### src/hw/rtl/bse_pkg.sv
`default_nettype none

package bse_pkg;

  localparam int DIM_W      = 13;
  localparam int ROWB_W     = 15;
  localparam int ARRAY_W    = DIM_W + ROWB_W;
  localparam int CFG_IDX_W  = 4;
  localparam int POS_W      = 6;

  localparam logic [CFG_IDX_W-1:0] REG_FRAME_WIDTH  = CFG_IDX_W'(0);
  localparam logic [CFG_IDX_W-1:0] REG_FRAME_HEIGHT = CFG_IDX_W'(1);

  localparam logic [7:0]  MAGIC_B      = 8'h42;
  localparam logic [7:0]  MAGIC_M      = 8'h4D;
  localparam logic [31:0] HDR_BYTES    = 32'd54;
  localparam logic [31:0] PIX_OFFSET   = 32'h36;
  localparam logic [31:0] DIB_SIZE     = 32'h28;
  localparam logic [31:0] PLANES_BPP   = 32'h0018_0001;
  localparam logic [31:0] PIX_PER_M    = 32'h0000_0B13;

  localparam logic [POS_W-1:0] POS_FIELDS = POS_W'(2);
  localparam logic [POS_W-1:0] POS_BLUE   = POS_W'(54);
  localparam logic [POS_W-1:0] POS_GREEN  = POS_W'(55);
  localparam logic [POS_W-1:0] POS_RED    = POS_W'(56);

  typedef logic [DIM_W-1:0]   dim_t;
  typedef logic [ARRAY_W-1:0] array_t;
  typedef logic [POS_W-1:0]   pos_t;

endpackage

`default_nettype wire

### src/hw/rtl/bse_ifs.sv
`default_nettype none

interface bse_pixel_if;
  logic       valid;
  logic       ready;
  logic [7:0] red;
  logic [7:0] green;
  logic [7:0] blue;
  modport source (output valid, red, green, blue, input ready);
  modport sink   (input valid, red, green, blue, output ready);
endinterface

interface bse_byte_if;
  logic       valid;
  logic       ready;
  logic [7:0] byte_value;
  logic       last_of_run;
  logic       frame_end;
  modport source (output valid, byte_value, last_of_run, frame_end, input ready);
  modport sink   (input valid, byte_value, last_of_run, frame_end, output ready);
endinterface

interface bse_cfg_if;
  logic                      valid;
  logic                      ready;
  logic [bse_pkg::CFG_IDX_W-1:0] index;
  logic [bse_pkg::DIM_W-1:0]     data;
  modport source (output valid, index, data, input ready);
  modport sink   (input valid, index, data, output ready);
endinterface

`default_nettype wire

### src/hw/rtl/bmp_stream_encoder_unit.sv
// channel  dir  payload                                   transaction
// cfg      in   index[3:0], data[12:0]                    one register write
// pixel    in   red, green, blue (8 b each)               one pixel, file order
// stream   out  byte_value, last_of_run, frame_end        one file byte
//
// Each pixel is issued as 3 bytes, plus 0-3 row padding bytes, plus the 54-byte
// header on the first pixel of a frame, all through the byte-wide output register.
// The next pixel is taken in the cycle its predecessor's last byte is issued.
// Stalls on stream hold the output register and the byte sequencer.
// rst clears the column and row counters, busy state and output valid; dimensions reset to 1.
`default_nettype none

module bmp_stream_encoder_unit #(
  parameter int MAX_DIMENSION = 4096
) (
  input  wire          clk,
  input  wire          rst,
  bse_cfg_if.sink      cfg,
  bse_pixel_if.sink    pixel,
  bse_byte_if.source   stream
);

  import bse_pkg::*;

  function automatic dim_t clamp_dim(input dim_t v);
    dim_t r;
    r = v;
    if (v == '0) begin
      r = DIM_W'(1);
    end else if ({4'b0, v} > 17'(MAX_DIMENSION)) begin
      r = DIM_W'(MAX_DIMENSION);
    end
    return r;
  endfunction

  dim_t       frame_width;
  dim_t       frame_height;
  dim_t       column_count;
  dim_t       row_count;

  logic       busy;
  pos_t       pos;
  pos_t       end_pos;
  logic       frame_done;
  logic [7:0] red;
  logic [7:0] green;
  logic [7:0] blue;
  array_t     array_bytes;

  logic       out_valid;
  logic [7:0] out_byte;
  logic       out_last;
  logic       out_fend;

  logic                  cfg_acc;
  logic                  pix_acc;
  logic                  emit;
  logic                  run_done;
  logic                  need_hdr;
  logic                  row_end;
  logic                  frm_end;
  logic [ROWB_W-1:0]     row_bytes;
  array_t                array_next;
  logic [31:0]           file_size;
  logic [31:0]           word;
  pos_t                  hpos;
  logic [7:0]            byte_next;

  assign cfg.ready    = 1'b1;
  assign cfg_acc      = cfg.valid;
  assign emit         = busy && (!out_valid || stream.ready);
  assign run_done     = emit && (pos == end_pos);
  assign pixel.ready  = !busy || run_done;
  assign pix_acc      = pixel.valid && pixel.ready;

  assign need_hdr   = (column_count == '0) && (row_count == '0);
  assign row_end    = ({1'b0, column_count} + 14'd1) >= {1'b0, frame_width};
  assign frm_end    = row_end && (({1'b0, row_count} + 14'd1) >= {1'b0, frame_height});
  assign row_bytes  = ((ROWB_W'(frame_width) * ROWB_W'(3)) + ROWB_W'(3)) & ~ROWB_W'(3);
  assign array_next = ARRAY_W'(frame_height) * ARRAY_W'(row_bytes);

  assign file_size  = HDR_BYTES + 32'(array_bytes);
  assign hpos       = pos - POS_FIELDS;

  always_comb begin
    case (hpos[POS_W-1:2])
      4'd0:    word = file_size;
      4'd2:    word = PIX_OFFSET;
      4'd3:    word = DIB_SIZE;
      4'd4:    word = 32'(frame_width);
      4'd5:    word = 32'(frame_height);
      4'd6:    word = PLANES_BPP;
      4'd8:    word = 32'(array_bytes);
      4'd9:    word = PIX_PER_M;
      4'd10:   word = PIX_PER_M;
      default: word = '0;
    endcase
  end

  always_comb begin
    if (pos == '0) begin
      byte_next = MAGIC_B;
    end else if (pos == POS_W'(1)) begin
      byte_next = MAGIC_M;
    end else if (pos < POS_BLUE) begin
      byte_next = word[8*hpos[1:0] +: 8];
    end else if (pos == POS_BLUE) begin
      byte_next = blue;
    end else if (pos == POS_GREEN) begin
      byte_next = green;
    end else if (pos == POS_RED) begin
      byte_next = red;
    end else begin
      byte_next = 8'h00;
    end
  end

  always_ff @(posedge clk) begin
    if (rst) begin
      frame_width  <= DIM_W'(1);
      frame_height <= DIM_W'(1);
      column_count <= '0;
      row_count    <= '0;
      busy         <= 1'b0;
      out_valid    <= 1'b0;
    end else begin
      if (cfg_acc && (cfg.index == REG_FRAME_WIDTH || cfg.index == REG_FRAME_HEIGHT)) begin
        if (cfg.index == REG_FRAME_WIDTH) begin
          frame_width <= clamp_dim(cfg.data);
        end else begin
          frame_height <= clamp_dim(cfg.data);
        end
        column_count <= '0;
        row_count    <= '0;
      end else if (pix_acc) begin
        if (row_end) begin
          column_count <= '0;
          row_count    <= frm_end ? '0 : row_count + DIM_W'(1);
        end else begin
          column_count <= column_count + DIM_W'(1);
        end
      end

      if (pix_acc) begin
        busy <= 1'b1;
      end else if (run_done) begin
        busy <= 1'b0;
      end

      if (emit) begin
        out_valid <= 1'b1;
      end else if (stream.ready) begin
        out_valid <= 1'b0;
      end
    end
  end

  always_ff @(posedge clk) begin
    if (pix_acc) begin
      pos         <= need_hdr ? '0 : POS_BLUE;
      end_pos     <= POS_RED + (row_end ? POS_W'(frame_width[1:0]) : '0);
      frame_done  <= frm_end;
      red         <= pixel.red;
      green       <= pixel.green;
      blue        <= pixel.blue;
      array_bytes <= array_next;
    end else if (emit) begin
      pos <= pos + POS_W'(1);
    end
    if (emit) begin
      out_byte <= byte_next;
      out_last <= run_done;
      out_fend <= run_done && frame_done;
    end
  end

  assign stream.valid       = out_valid;
  assign stream.byte_value  = out_byte;
  assign stream.last_of_run = out_last;
  assign stream.frame_end   = out_fend;

endmodule

`default_nettype wire

### src/flat_wrapper.sv
// flat-port wrapper written by rule: the top's interface ports become plain ports
module bmp_stream_encoder_unit_flat import bse_pkg::*;
#(
  parameter int MAX_DIMENSION = 4096
)
  (clk, rst, cfg_valid, cfg_index, cfg_data, cfg_ready, pixel_valid, pixel_red, pixel_green, pixel_blue, pixel_ready, stream_valid, stream_byte_value, stream_last_of_run, stream_frame_end, stream_ready);
  bse_cfg_if cfg_i ();
  bse_pixel_if pixel_i ();
  bse_byte_if stream_i ();
  input  wire clk;
  input  wire rst;
  input wire logic [$bits(cfg_i.valid)-1:0] cfg_valid;
  input wire logic [$bits(cfg_i.index)-1:0] cfg_index;
  input wire logic [$bits(cfg_i.data)-1:0] cfg_data;
  output wire logic [$bits(cfg_i.ready)-1:0] cfg_ready;
  input wire logic [$bits(pixel_i.valid)-1:0] pixel_valid;
  input wire logic [$bits(pixel_i.red)-1:0] pixel_red;
  input wire logic [$bits(pixel_i.green)-1:0] pixel_green;
  input wire logic [$bits(pixel_i.blue)-1:0] pixel_blue;
  output wire logic [$bits(pixel_i.ready)-1:0] pixel_ready;
  output wire logic [$bits(stream_i.valid)-1:0] stream_valid;
  output wire logic [$bits(stream_i.byte_value)-1:0] stream_byte_value;
  output wire logic [$bits(stream_i.last_of_run)-1:0] stream_last_of_run;
  output wire logic [$bits(stream_i.frame_end)-1:0] stream_frame_end;
  input wire logic [$bits(stream_i.ready)-1:0] stream_ready;
  assign cfg_i.valid = cfg_valid;
  assign cfg_i.index = cfg_index;
  assign cfg_i.data = cfg_data;
  assign cfg_ready = cfg_i.ready;
  assign pixel_i.valid = pixel_valid;
  assign pixel_i.red = pixel_red;
  assign pixel_i.green = pixel_green;
  assign pixel_i.blue = pixel_blue;
  assign pixel_ready = pixel_i.ready;
  assign stream_valid = stream_i.valid;
  assign stream_byte_value = stream_i.byte_value;
  assign stream_last_of_run = stream_i.last_of_run;
  assign stream_frame_end = stream_i.frame_end;
  assign stream_i.ready = stream_ready;
  bmp_stream_encoder_unit #(.MAX_DIMENSION(MAX_DIMENSION)) u_core (.clk(clk), .rst(rst), .cfg(cfg_i), .pixel(pixel_i), .stream(stream_i));
endmodule
### config.mk
export PLATFORM = sky130hd
export DESIGN_NAME = bmp_stream_encoder_unit_flat
export DESIGN_NICKNAME = d
export VERILOG_FILES = /design/src/hw/rtl/bse_pkg.sv /design/src/hw/rtl/bse_ifs.sv /design/src/hw/rtl/bmp_stream_encoder_unit.sv /design/src/flat_wrapper.sv
export SDC_FILE = /design/constraint.sdc
export NUM_CORES = 1
export LEC_CHECK = 0
export BUFFER_PORTS_ARGS = -buffer_cell sky130_fd_sc_hd__buf_4
export CORE_AREA = 2 2 179 198
export CTS_BUF_LIST = sky130_fd_sc_hd__clkbuf_16
export CTS_CLUSTER_SIZE = 10
export DETAILED_ROUTE_END_ITERATION = 10
export DIE_AREA = 0 0 181 200
export MAX_ROUTING_LAYER = met4
export PLACE_DENSITY = 0.64
export SLEW_MARGIN = 30
export SYNTH_ARGS = -nofsm -noshare
export SYNTH_HDL_FRONTEND = slang
export SYNTH_SLANG_ARGS = --single-unit
### constraint.sdc
create_clock -name clk -period 17.79 [get_ports clk]
set_input_delay 0.8895 -clock clk [delete_from_list [all_inputs] [get_ports clk]]
set_output_delay 0.8895 -clock clk [all_outputs]
set_load 0.01 [all_outputs]
==> impl.org, run 1 <==
** CTS
- For the worst-skew pair, the clock arrives at the later sink with an insertion delay of roughly 0.44 ns.
- Number of H-tree levels :: 4
- Clock-pin transition on the worst setup and hold timing paths :: about 0.060 ns
- TritonCTS built the clock tree.
- The clock passes through at most 2 buffers.
- CTS sink count :: approximately 120
- CTS buffer count :: 17
- Post-CTS Hold Buffers :: 0
- Number of setup buffers added after CTS :: 0
- In this run, post-CTS repair resized a total of 0 instances.
- The cell sitting at the root of the clock tree is a clkbuf_16.

** Job
- Max-cap violations :: 0

** Floorplanning
- Starting density of the core :: 0.3957
- The die covers 36200 µm².
- The core region is approximately 34000 µm².
- Io pins :: slightly below 60
- Number of cell rows :: 71
- The die is approximately 200 µm tall.
- From left edge to right edge, the die measures approximately 180 µm.

** Drt
- In the final routed layout, each cell accounts on average for roughly 17 µm.
- Using the TritonRoute via totals, the vias-per-cell ratio works out to 5.448.
- Routed vias :: between 10000 and 15000
- Post-route antenna net violation count :: 0
- For this block, the initial DRC count from the detailed router was between 600 and 700.
- DRC errors left :: 0
- The pre-antenna-repair detailed-routing pass consisted of 6 iterations.
- Routed WL :: approximately 34000 µm

** GRT
- Pin count of the biggest net entering global routing :: 70
- The total overflow left after global routing is 0.
- GRT Overall Usage :: 0.1960
- Initial antenna violation count :: 0
- Global-route wire length before repair :: approximately 55000 µm
- Number of global-route vias before repair :: approximately 11000

** Logic synthesis
- In this run the cell area of the synthesized design comes to 13500 µm².
- Of the post-synthesis cell area, the dominant cell type holds 0.1795.
- Post-Synthesis Net Count :: about 1800
- Of the total synthesized cell area, the portion taken by AND, OR, NAND and NOR gates is 0.1859.
- Count of flip-flops with a built-in enable after synthesis :: 69
- By instance count, the leading cell after synthesis is inv_1.
- Area fraction in compound gates after synthesis :: 0.1302
- Synthesis inferred about 120 register bits.
- By area, the combinational part of the netlist is dominated by adder cells.
- Synth cell count leaders :: inv_1, nand2_1, ha_1, nor2_1, fa_1
- For this run, the register share of the synthesized area comes to 0.2336.
- fa_1 takes more of the synthesized area than any other cell.
- Of the total synthesized cell area, the portion taken by XOR and XNOR cells is 0.05126.
- The Yosys step of the flow raised 0 warnings.
- Async SR Flop Fraction :: 0
- Of the post-synthesis cell area, the part taken by muxes is 0.01335.
- Per-instance average area after synthesis :: between 8 and 9 µm²
- Number of distinct library cell variants in the gate-level netlist after synthesis :: 84
- Of the total synthesized cell area, the portion taken by full adders, half adders and majority gates is 0.3009.
- Most used DFF post-synth :: edfxtp_1
- After technology mapping, the gate count stands at 1532.
- Leading post-synthesis cells by cell area :: fa_1, edfxtp_1, ha_1

** Place
- DP Wirelength :: 26570 µm
- Port Buffer Count :: between 50 and 60
- Placer congestion estimate :: a little over 0.9

** Power and ir drop
- VDD sags by at most 0.00006532 V.
- Ratio of total power to cell area :: between 50 and 60 nW/µm²
- Summed over all cells, the static leakage comes to approximately 0.0066 µW.

** Worst setup path
- Worst path required time :: 17.96 ns
- Worst setup path category :: register to register
- Critical path capture point type :: register
- Largest fanout on the critical path :: 13
- STA puts the critical path data arrival time at roughly 7.7 ns.
- The worst setup path is launched from a register.

** STA
- Setup violations remaining at the end of the flow were counted as 0.
- Final period utilization :: 0.4248
- Subtracting the final worst setup slack from the clock period gives between 7 and 8 ns.
- For this run, the top clock speed supported by timing is approximately 0.13 GHz.
- Unrepaired setup endpoints after global routing :: no
- Clock skew on the completed layout was measured at about 0.010 ns.
- At the pin with the least slew margin, the transition time is 0.8758 ns.
- The total count of hold-check failures in the final report was 0.
- Total negative setup slack :: 0 ns
- Measured against its own limit, the worst slew margin works out to 0.4161.
- Max Slew Vio Count :: 0

** Cells and area
- Fraction of layout cells with a size suffix above 1 :: 0.07732
- Fraction of the core area covered by cells at the end of the flow :: 0.4343
- Post-synthesis to final-layout area growth :: 9.770%
- Count of inserted antenna diode cells :: 0
- At the end of the flow, the number of nets in the layout was approximately 1900.

** Hold path
- Class of the most critical hold timing path :: register to register

** Outcome
- The flow ran to the end, and the final reports show no timing, DRC or antenna violations.
==> power by group <==
group	internal [µW]	leakage, µW	switching (µW)	total (µW)
Sequential	318	0.00111	16.3	334
Clock	177	0.000248	137	314
Combinational	66.1	0.00526	100	166
Total	561	0.00662	253	814
==> placed cells by master, fill, tap and decap left out, types with 4 or more instances in the layout <==
| cell type | synthesis | final |
|---|---|---|
| a211o_1 | 10 | 10 |
| a211oi_1 | 9 | 9 |
| a21boi_0 | 4 | 4 |
| a21o_1 | 16 | 16 |
| a21oi_1 | 71 | 71 |
| a22oi_1 | 8 | 8 |
| a31oi_1 | 6 | 6 |
| a32o_1 | 10 | 10 |
| and2_1 | 59 | 59 |
| and3_1 | 10 | 10 |
| buf_4 | 4 | 68 |
| clkbuf_16 | 0 | 17 |
| clkinvlp_4 | 0 | 5 |
| dfxtp_1 | 54 | 54 |
| edfxtp_1 | 69 | 69 |
| fa_1 | 121 | 121 |
| ha_1 | 131 | 131 |
| inv_1 | 217 | 218 |
| mux2i_1 | 18 | 18 |
| nand2_1 | 161 | 161 |
| nand2b_1 | 14 | 13 |
| nand3_1 | 39 | 39 |
| nand4_1 | 9 | 9 |
| nor2_1 | 122 | 122 |
| nor2b_1 | 11 | 11 |
| nor3_1 | 16 | 16 |
| nor3_2 | 4 | 4 |
| nor3b_1 | 25 | 25 |
| nor4_1 | 11 | 11 |
| o2111ai_1 | 4 | 4 |
| o211ai_1 | 9 | 9 |
| o21a_1 | 10 | 10 |
| o21ai_0 | 41 | 41 |
| o21ai_1 | 13 | 13 |
| o21bai_1 | 4 | 4 |
| o22ai_1 | 4 | 4 |
| o31ai_1 | 8 | 7 |
| or3_1 | 6 | 6 |
| xnor2_1 | 45 | 44 |
| xor2_1 | 34 | 32 |
==> layer usage <==
layer,GRT usage,wire length [µm],share of wire
met1,0.2361,14270,0.42
met2,0.3373,16710,0.50
met3,0.02485,1535,0.046
met4,0.07678,1174,0.035
met5,-,0,0
==> critical path, stage by stage (launching register included) <==
cell	delay, ns
dfxtp_1	0.44
ha_1	0.28
ha_1	0.32
a31oi_1	0.25
o21ai_1	0.13
nand4_1	0.10
nand2_1	0.11
o31ai_2	0.44
nor3_1	0.11
a211o_1	0.44
and2_1	0.26
fa_1	0.49
fa_1	0.52
fa_1	0.52
fa_1	0.54
inv_1	0.06
fa_1	0.53
inv_1	0.04
ha_1	0.32
nand2_1	0.07
nor2_1	0.08
o21ai_0	0.12
o22ai_1	0.14
o21ai_1	0.11
o21ai_1	0.25
a2111oi_0	0.14
or4b_1	0.48
==> worst paths after layout <==
kind | startpoint | to | slack [ns] | cells past startpoint
max reg2reg | u_core.frame_width[2] | u_core.array_bytes[27] | 10.23 | 26
max | u_core.frame_width[2] | u_core.array_bytes[27] | 10.23 | 26
min | u_core.busy | u_core.stream.valid | 0.47 | 2
min reg2reg | u_core.busy | u_core.stream.valid | 0.47 | 2
==> layout make-up <==
class | instances | area (µm²)
clock buffer | 17 | 425.4
tap | 438 | 548.0
sequential | 123 | 3153
multi-input combinational | 1122 | 9250
timing repair buffer | 69 | 515.5
inverter | 219 | 822.0
fill | 3375 | 19300
clock inverter | 15 | 102.6
==> state kept, by name, summed over array words and instances (netlist names) <==
| signal | count |
|---|---|
| u_core.frame_done | 1 |
| u_core.pos | 6 |
| u_core.busy | 1 |
| u_core.red | 8 |
| u_core.stream.valid | 1 |
| u_core.frame_width | 13 |
| u_core.green | 8 |
| u_core.stream.byte_value | 8 |
| u_core.stream.frame_end | 1 |
| u_core.stream.last_of_run | 1 |
| u_core.frame_height | 13 |
| u_core.array_bytes | 26 |
| u_core.column_count | 13 |
| u_core.row_count | 13 |
| u_core.end_pos | 2 |
| u_core.blue | 8 |
==> kinds of logic after synthesis <==
logic type | after synthesis
AOI/OAI and AO/OA | 263
xor gates and xnor gates | 79
adders and majority gates | 252
buffers and inverters | 287
DFF | 123
muxes | 18
other | 1
and+or+nand+nor | 509
==> per-stage QoR <==
| step | hold slack [ns] | instance area (µm²) | setup slack, ns | power, µW | std cells |
|---|---|---|---|---|---|
| 4_1_cts | 0.4734 | 14800 | 9.969 | 818.3 | 2003 |
| 2_1_floorplan | 0.4394 | 13500 | 10.87 | 457.5 | 1532 |
| 5_1_grt | 0.4851 | 14820 | 9.772 | 850.0 | 2003 |
| 3_3_place_gp | 0.4537 | 14240 | 10.23 | 502.2 | 1970 |
| 3_5_place_dp | 0.4676 | 14270 | 10.00 | 503.9 | 1971 |
| 6_report | 0.4735 | 14820 | 10.23 | 814.2 | 2003 |
Note: power is estimated with default switching activity, not from simulation.
==> run 2: changes to the inputs <==
--- a/config.mk
+++ b/config.mk
@@ -5,12 +5,13 @@
 export SDC_FILE = /design/constraint.sdc
 export NUM_CORES = 1
 export LEC_CHECK = 0
+export ABC_AREA = 1
 export BUFFER_PORTS_ARGS = -buffer_cell sky130_fd_sc_hd__buf_4
-export CORE_AREA = 2 2 179 198
+export CORE_AREA = 2 2 180 199
 export CTS_BUF_LIST = sky130_fd_sc_hd__clkbuf_16
 export CTS_CLUSTER_SIZE = 10
 export DETAILED_ROUTE_END_ITERATION = 10
-export DIE_AREA = 0 0 181 200
+export DIE_AREA = 0 0 182 201
 export MAX_ROUTING_LAYER = met4
 export PLACE_DENSITY = 0.64
 export SLEW_MARGIN = 30
==> constraint.sdc (replaced) <==
create_clock -name clk -period 7.2 [get_ports clk]
set_input_delay 0.36 -clock clk [delete_from_list [all_inputs] [get_ports clk]]
set_output_delay 0.36 -clock clk [all_outputs]
set_load 0.01 [all_outputs]
==> impl.org, run 2 <==
** Outcome
- Run status :: complete, no violations

** Logic synthesis
- In the post-synthesis netlist, the cell with the most instances is nand2_1.
- Sorting the synthesized cells by area gives the leading types as fa_1, edfxtp_1, ha_1.
- Area fraction in compound gates after synthesis :: 0.08804
- Synth cell count leaders :: nand2_1, inv_1, nor2_1, ha_1, fa_1
- Syn Std Cell Area :: 13640 µm²
- Count of flip-flops with a built-in enable after synthesis :: 69
- Of the post-synthesis cell area, the dominant cell type holds 0.1775.
- The share of the Yosys chip area taken by registers is 0.2311.
- Of the total synthesized cell area, the portion taken by full adders, half adders and majority gates is 0.2977.
- Yosys reg bits :: about 120
- Syn. warnings :: 0
- After synthesis, the mean cell area works out to 7.601 µm².
- Basic-gate share of the synthesized area counting and, or, nand and nor cells :: 0.2461
- The most used flip-flop cell after synthesis is edfxtp_1.
- After synthesis, the netlist uses 55 different library cells.
- fa_1 takes more of the synthesized area than any other cell.
- Synthesis produced approximately 1800 cells.
- Async SR Flop Fraction :: 0
- Measured against the total synthesized area, the mux share comes to 0.
- Post-Synthesis Net Count :: 2093
- By area, the combinational part of the netlist is dominated by adder cells.
- Post-synthesis share of cell area spent on xor and xnor gates :: 0.03402

** Worst setup path
- Critical path startpoint category :: register
- At the worst endpoint, the required time is ~7.4 ns.
- Startpoint of the worst setup timing path :: u_core.frame_width[5]
- Worst R2R Setup Slack :: roughly 0.44 ns
- Worst r2r path cells :: 26
- The slowest stage of the critical path is the fa_1 cell.
- Critical path capture point :: u_core.array_bytes[20]
- The critical path is of the register to register type.
- Beginning of the worst register-to-register path :: u_core.frame_width[5]
- Top cell by count, worst path :: fa_1
- CP max stage delay :: about 0.60 ns
- The worst register-to-register path ends at u_core.array_bytes[20].
- Data arrival, critical path :: 6.93 ns
- Critical path capture point type :: register
- In this run the worst path has a maximum fanout of 8.

** GRT
- Initial antenna violation count :: 0
- GRT met3 Usage :: 0.02504
- GRT overflow :: 0
- Global-route wire length before repair :: about 62000 µm
- Global routing's busiest layer :: met2
- Entering global routing, the biggest net connects 59 pins.
- GRT Overall Usage :: 0.2215
- Routing usage on met1 :: 0.2750
- The via count of the first global-routing pass came to 12030.
- For this run, global-route usage on met2 was measured as 0.3682.

** CTS
- At the later pin of the worst-skew pair, clock insertion delay measures between 0.4 and 0.5 ns.
- Buffers inserted during clock tree synthesis total 17.
- Number of buffers between clock root and the deepest sink :: 2
- Post-CTS Hold Buffers :: 0
- CTS sink count :: around 120
- TritonCTS built the clock tree.
- Clock-pin transition on the worst setup and hold timing paths :: around 0.06 ns
- The clock tree synthesis step divided the H-tree into 4 levels.
- Clk root buf :: clkbuf_16

** Cells and area
- Commonest non-fill, non-tap cell in the layout :: nand2_1
- The top cell types in the final layout, fill and taps aside, are nand2_1, inv_1, nor2_1.
- At the end of the flow, the number of nets in the layout was 2153.
- In the final layout, the share of cells above drive strength 1 is 0.09368.
- Count of inserted antenna diode cells :: 0
- Max FFs per register :: 26
- Relative to the synthesized area, the layout overhead comes to 11.55%.
- Post-route insts no fill :: 2312
- More flip-flops sit in one register than any other, and that register is u_core.array_bytes.

** Power and ir drop
- Ratio of total power to cell area :: around 150 nW/µm²
- Leak :: 0.007391 µW
- Worst vdd rail ir drop :: ~0.00015 V

** Drt
- Post-detailed-route wirelength per cell :: about 17 µm
- Summing over every cut layer, the via total after detailed routing is around 12000.
- Once detail routing completed, the nets flagged for antenna violations numbered 0.
- After detailed routing, the number of vias per cell comes to about 5.2.
- Summed over all layers, the routed wires come to roughly 38000 µm.
- For this run, the detailed router's first-pass iteration total came to 5.
- The detailed router finished its first iteration with roughly 830 violations.
- DRC errors left :: 0

** Place
- Counting tap cells, the placed design contains a total of roughly 2300 instances.
- The count of buffers added on input and output ports is 57.
- The wire-length estimate of the detail-placed layout is between 30000 and 40000 µm.
- Placer congestion estimate :: between 0.9 and 1

** Floorplanning
- Starting density of the core :: 0.3923
- For this design the top-level I/O count stands at approximately 60.
- Chip height :: 201 µm
- Placeable core area :: between 30000 and 40000 µm²
- The floorplan has 72 rows.
- The die covers ~37000 µm².
- Width of the die :: roughly 180 µm

** Hold path
- The worst hold path belongs to the class input port to register.
- Source of the worst hold timing path :: pixel_blue[7]

** STA
- Max Slew Vio Count :: 0
- Between clock sinks in the finished design, the worst skew comes to around 0.0080 ns.
- The total count of hold-check failures in the final report is 0.
- Adding up every negative setup slack in the final design gives 0 ns.
- Static timing analysis puts the maximum clock frequency at 0.1479 GHz.
- Transition at the pin with the smallest max-transition slack :: between 0.7 and 0.8 ns
- Setup repair after global routing left no endpoint under its margin.
- Final period utilization :: 0.9389
- Period minus WS final :: roughly 6.8 ns
- Max_slew headroom :: 0.4902
- Number of failing setup endpoints in the final timing report :: 0

** Job
- Max-cap violations :: 0
run 2: cell count changes after synthesis, sizes merged, moves of 31 or more:
cell and delta:
xnor2 -31, nand2 +220, inv +97, nand3 +81
a21oi +36, and2 -59, nor2 +93
run 2: logic make-up after synthesis:
group,count (synthesis)
other,1
buffers and inverters,362
xor gates and xnor gates,53
AOI/OAI and AO/OA,216
adders and majority gates,252
DFF,123
and+or+nand+nor,788
run 2: what timing repair did:
| item | 4_1_cts | 5_1_grt |
|---|---|---|
| gates resized for setup | 0 | 10 |
| setup buffers | 0 | 4 |
| setup endpoints to repair | 0 | 10 |
run 2: how the worst min path moves through the flow:
stage                     cells past startpoint                endpoint
after global routing                          1         u_core.green[5]
after CTS                                     1         u_core.green[2]
after detailed placement                      2  u_core.column_count[0]
after floorplan                               1             u_core.busy
final                                         1          u_core.blue[7]
after global placement                        2     u_core.stream.valid
run 2: cell type report:
type	count	area [µm²]
Clock buffer	17	425.4
Timing Repair Buffer	80	600.6
Sequential cell	123	3154
Tap cell	444	555.5
Clock inverter	15	150.1
Multi-Input combinational cell	1310	9115
Fill cell	3519	19560
Inverter	323	1217
run 2: worst max-delay path: cells and delay by family (launching register included):
family,cells,cell delay [ns]
flops,1,0.43
xor+xnor,1,0.18
compound gates,9,1.48
buf+inv,5,0.46
fa+ha+maj,8,3.65
simple gates,3,0.29
run 2: where the power goes:
part	internal, µW	switching [µW]
combinational	195	396
clock	508	339
sequential	808	52.0
total	1510	786
run 2: per-layer routing:
| metal | wire (µm) | up-vias | part of all wire |
|---|---|---|---|
| li1 | - | 5844 | - |
| met1 | 16180 | 5831 | 0.42 |
| met2 | 18800 | 337 | 0.49 |
| met3 | 1743 | 80 | 0.046 |
| met4 | 1428 | 0 | 0.037 |
| met5 | 0 | - | 0 |
run 2: metrics by stage:
stage / power, µW / cell area, µm² / utilization / setup slack (ns) / hold slack (ns)
2_1_floorplan: 1282 / 13640 / - / 0.8688 / 0.4291
3_5_place_dp: 1458 / 14580 / 0.4194 / 0.02439 / 0.4992
3_3_place_gp: 1449 / 14570 / 0.4191 / 0.01452 / 0.4789
4_1_cts: 2303 / 15160 / 0.4359 / 0.03028 / 0.09085
5_1_grt: 2421 / 15220 / 0.4376 / 0.02664 / 0.09269
6_report: 2297 / 15220 / 0.4376 / 0.4397 / 0.1022
